--- src/rtl/ghe_pkg.sv ---
`default_nettype none
package ghe_pkg;

   typedef enum logic [1:0] {
      CMD_EVENT      = 2'd0,
      CMD_WRITE_GATE = 2'd1,
      CMD_READ_COUNT = 2'd2,
      CMD_NONE       = 2'd3
   } command_type;

   typedef enum logic [2:0] {
      REG_GATE_MODE   = 3'd0,
      REG_GATE_GAIN   = 3'd1,
      REG_GATE_OFFSET = 3'd2,
      REG_SORT_GAIN   = 3'd3,
      REG_SORT_OFFSET = 3'd4
   } reg_index_type;

   typedef enum logic [3:0] {
      ST_CLEAR,
      ST_IDLE,
      ST_EV_MUL,
      ST_EV_SUM,
      ST_EV_DECIDE,
      ST_SCAN,
      ST_RMW,
      ST_RD_ISSUE,
      ST_RD_DATA,
      ST_RESP
   } state_type;

   localparam int VALUE_W = 32;
   localparam int GAIN_W  = 24;
   localparam int SUM_W   = 58;
   localparam int FRAC_W  = 24;
   localparam int ALIGN_W = 16;
   localparam int MASK_W  = 8;

   localparam logic STATUS_DONE    = 1'b0;
   localparam logic STATUS_OUTSIDE = 1'b1;

endpackage
`default_nettype wire

--- src/rtl/ghe_scale.sv ---
`default_nettype none
module ghe_scale
(
   input  wire logic                                clock,
   input  wire logic signed [ghe_pkg::VALUE_W-1:0] value,
   input  wire logic signed [ghe_pkg::GAIN_W-1:0]  gain,
   input  wire logic signed [ghe_pkg::VALUE_W-1:0] offset,
   output logic signed      [ghe_pkg::SUM_W-1:0]   sum
);
   import ghe_pkg::*;

   logic signed [VALUE_W+GAIN_W-1:0] prod_ff;
   logic signed [VALUE_W-1:0]        offset_ff;

   always_ff @(posedge clock) begin
      prod_ff   <= value * gain;
      offset_ff <= offset;
      sum       <= SUM_W'(prod_ff) + (SUM_W'(offset_ff) <<< ALIGN_W);
   end
endmodule
`default_nettype wire

--- config.mk ---
export PLATFORM = sky130hd
export DESIGN_NAME = ghe_scale
export DESIGN_NICKNAME = d
export VERILOG_FILES = /design/src/rtl/ghe_pkg.sv /design/src/rtl/ghe_scale.sv
export SDC_FILE = /design/constraint.sdc
export NUM_CORES = 2
export LEC_CHECK = 0
export BUFFER_PORTS_ARGS = -buffer_cell sky130_fd_sc_hd__buf_2
export CAP_MARGIN = 20
export CORE_UTILIZATION = 40
export DETAILED_ROUTE_END_ITERATION = 12
export GPL_TIMING_DRIVEN = 0
export SETUP_SLACK_MARGIN = 0.3
export SKIP_LAST_GASP = 1
export SLEW_MARGIN = 20
export SYNTH_ARGS = -nofsm -noshare
export SYNTH_HDL_FRONTEND = slang
export SYNTH_SLANG_ARGS = --single-unit
export TNS_END_PERCENT = 50
--- constraint.sdc ---
create_clock -name clock -period 17.6 [get_ports clock]
set_input_delay 3.52 -clock clock [delete_from_list [all_inputs] [get_ports clock]]
set_output_delay 3.52 -clock clock [all_outputs]
set_load 0.01 [all_outputs]
==> results.cfg <==
[die]
initial_core_util_pct = 40.7
coreArea_sq_um = 78000
fp-row-count = 102
dieArea_sq_um = 80500
dieWidth_microns = 284
pin_count = 147
die_y_microns = 284

[clocking]
cts_buffer_depth = 2
clock_sinks = 145
clkSlewWorstSetupHoldPaths_ps = 60
cts-root-buf = clkbuf_16
numCtsBuffers = 17
clkLatencyLatePin_ps = 480
post_cts_buffers = 0
cts_tree = built
cts_hold_buf = 0
h-tree-depth = 4
ctsResizeCount = 0

[worst_hold_path]
hold_path.class = reg2reg

[grt]
grt_pass1_vias = 24810
antenna_found_initial = 11
grt_max_degree = 17
gr-total-overflow = 0
grt_usage_pct = 26.5
grt_pass1_wl_mm = 155

[worst_setup_path]
critPathCaptureType = flop
crit_arrival_ps = 12070
crit_fanout = 10
required_ps = 17970
path_class = in2reg
startpoint_type = primary input

[detailed_routing]
wl_mm = 103
wire_per_inst_microns = 22.4
ant_nets = 0
vias_per_cell = 5.14
dr_wl_met3_mm = 10.3
m1WireLength_mm = 39.8
route.top_layer_used = met5
drcViolationCount = 0
vias = 23496
wl_met2_mm = 47.2
firstDrtPassIters = 5
drtIter0Drc = 1845

[sta]
setup_viol = 0
max-slew-margin-rel_pct = 19.5
fin_setup_tns_ps = 0
final.min_clock_period_ps = 11700
fin_crit_sh_pct = 66.5
rsz0062_at_grt = false
whs_ps = 326
maxSlewViolCount = 0
fmax_mhz = 85.5
hold_violations = 0
clock_skew_ps = 15.2
worstMarginPinSlew_ps = 1210

[logic_synthesis]
yosys-top-cells-area = fa_1 (49%), dfxtp_1 (9.1%), inv_1 (9.1%), ha_1 (7.5%), and2_1 (7.1%)
ys.warnings.count = 0
synth-seq-cells = 145
yosys.area.top_type_share_pct = 49.4
netlist_area_sq_um = 31700
synth_cell_types = 67
synth_nets = 4410
seq_area_frac_synth_pct = 9.15
netlist_instances = 3347
synth_ff_type = dfxtp_1
postSynthAreaPerCell_sq_um = 9.48
synth_edf_count = 0
synth_largest_area_cell = fa_1
async_flop_share_pct = 0

[job]
drv_cap = 0

[status]
outcome = complete, no violations

[layout]
area_growth_pct = 8.39
drive_gt1_share_pct = 5.76
mostFrequentLayoutCell = fa_1
final_nets = 4575
final_cell_mix = fa_1 (784), inv_1 (771), nand2_1 (439), and2_1 (359), ha_1 (190)
fin_cells = 4570

[placed_design]
io_buffers = 146
gp_congestion = 1.03
dp_cells = 4533
hpwlAfterDp_mm = 86.0
==> state kept, by name, summed over array words and instances (netlist names) <==
name       cells
sum           57
prod_ff       56
offset_ff     32
==> worst max-delay path, stage by stage <==
cell and delay (ps):
buf_2 240, clkbuf_1 920, nand2_1 290, inv_1 210, fa_1 560, fa_1 830, inv_1 300, fa_1 830
inv_1 290, fa_1 520, fa_1 560, fa_1 430, fa_1 440, ha_1 410, nand2_1 120, nor3_1 310
and3_1 210, o21ai_1 130, a31oi_1 380, o41ai_1 160, o21ai_0 170, o21ai_1 100, xnor2_1 130
==> synth_stat cells (10+ instances only) <==
cell type	count
o21bai_1	13
nand3_1	21
clkbuf_1	136
a21o_1	43
nor2b_1	11
and3_1	10
ha_1	190
fa_1	784
nor2_1	69
and2_1	359
nand2b_1	18
nor3_1	10
xnor2_1	68
a21oi_1	84
inv_1	771
nand2_1	439
dfxtp_1	145
o21ai_0	40
xor2_1	29
==> cell type report <==
class,instances,area (sq um)
clock inverters,13,175
diodes,5,12.5
clock buffers,19,443
fillers,7705,43600
flip-flops and latches,145,2900
plain buffers,142,538
multi-input cells,2288,25400
repair buffers,146,731
well taps,1040,1300
inverters,772,2900
==> routing by layer <==
layer / vias to the layer above / GRT usage, %
met2: 1155 / 42.5
met1: 11987 / 33.6
met3: 212 / 6.41
met4: 2 / 12.8
li1: 10140 / -
met5: - / 0
==> kinds of logic after synthesis <==
kind of cell    after synthesis  synth area share, %
flops                       145                 9.15
buf+inv                     914                 10.8
simple gates                961                 14.9
compound gates              256                 5.53
fa+ha+maj                   974                 56.9
xor+xnor                     97                 2.68
==> worst paths after layout <==
path	depth (start not counted)	slack (ps)	endpoint	start
setup / recovery	23	5900	prod_ff[54]	gain[0]
hold / removal	0	330	sum[6]	prod_ff[6]
setup reg to reg	13	14180	sum[56]	prod_ff[16]
hold reg to reg	0	330	sum[6]	prod_ff[6]
==> stage by stage <==
stage                     util [%]  setup slack, ps  area [sq um]
after floorplan                  -             7690         31700
after CTS                     44.1             6050         34400
after global routing          44.1             5610         34400
after global placement        43.3             5570         33800
final                         44.1             5900         34400
after detailed placement      43.3             5540         33800
Power is left out: the tool's default activity adds up to more than one toggle a clock period on the data nets, which glitch-free logic cannot reach.
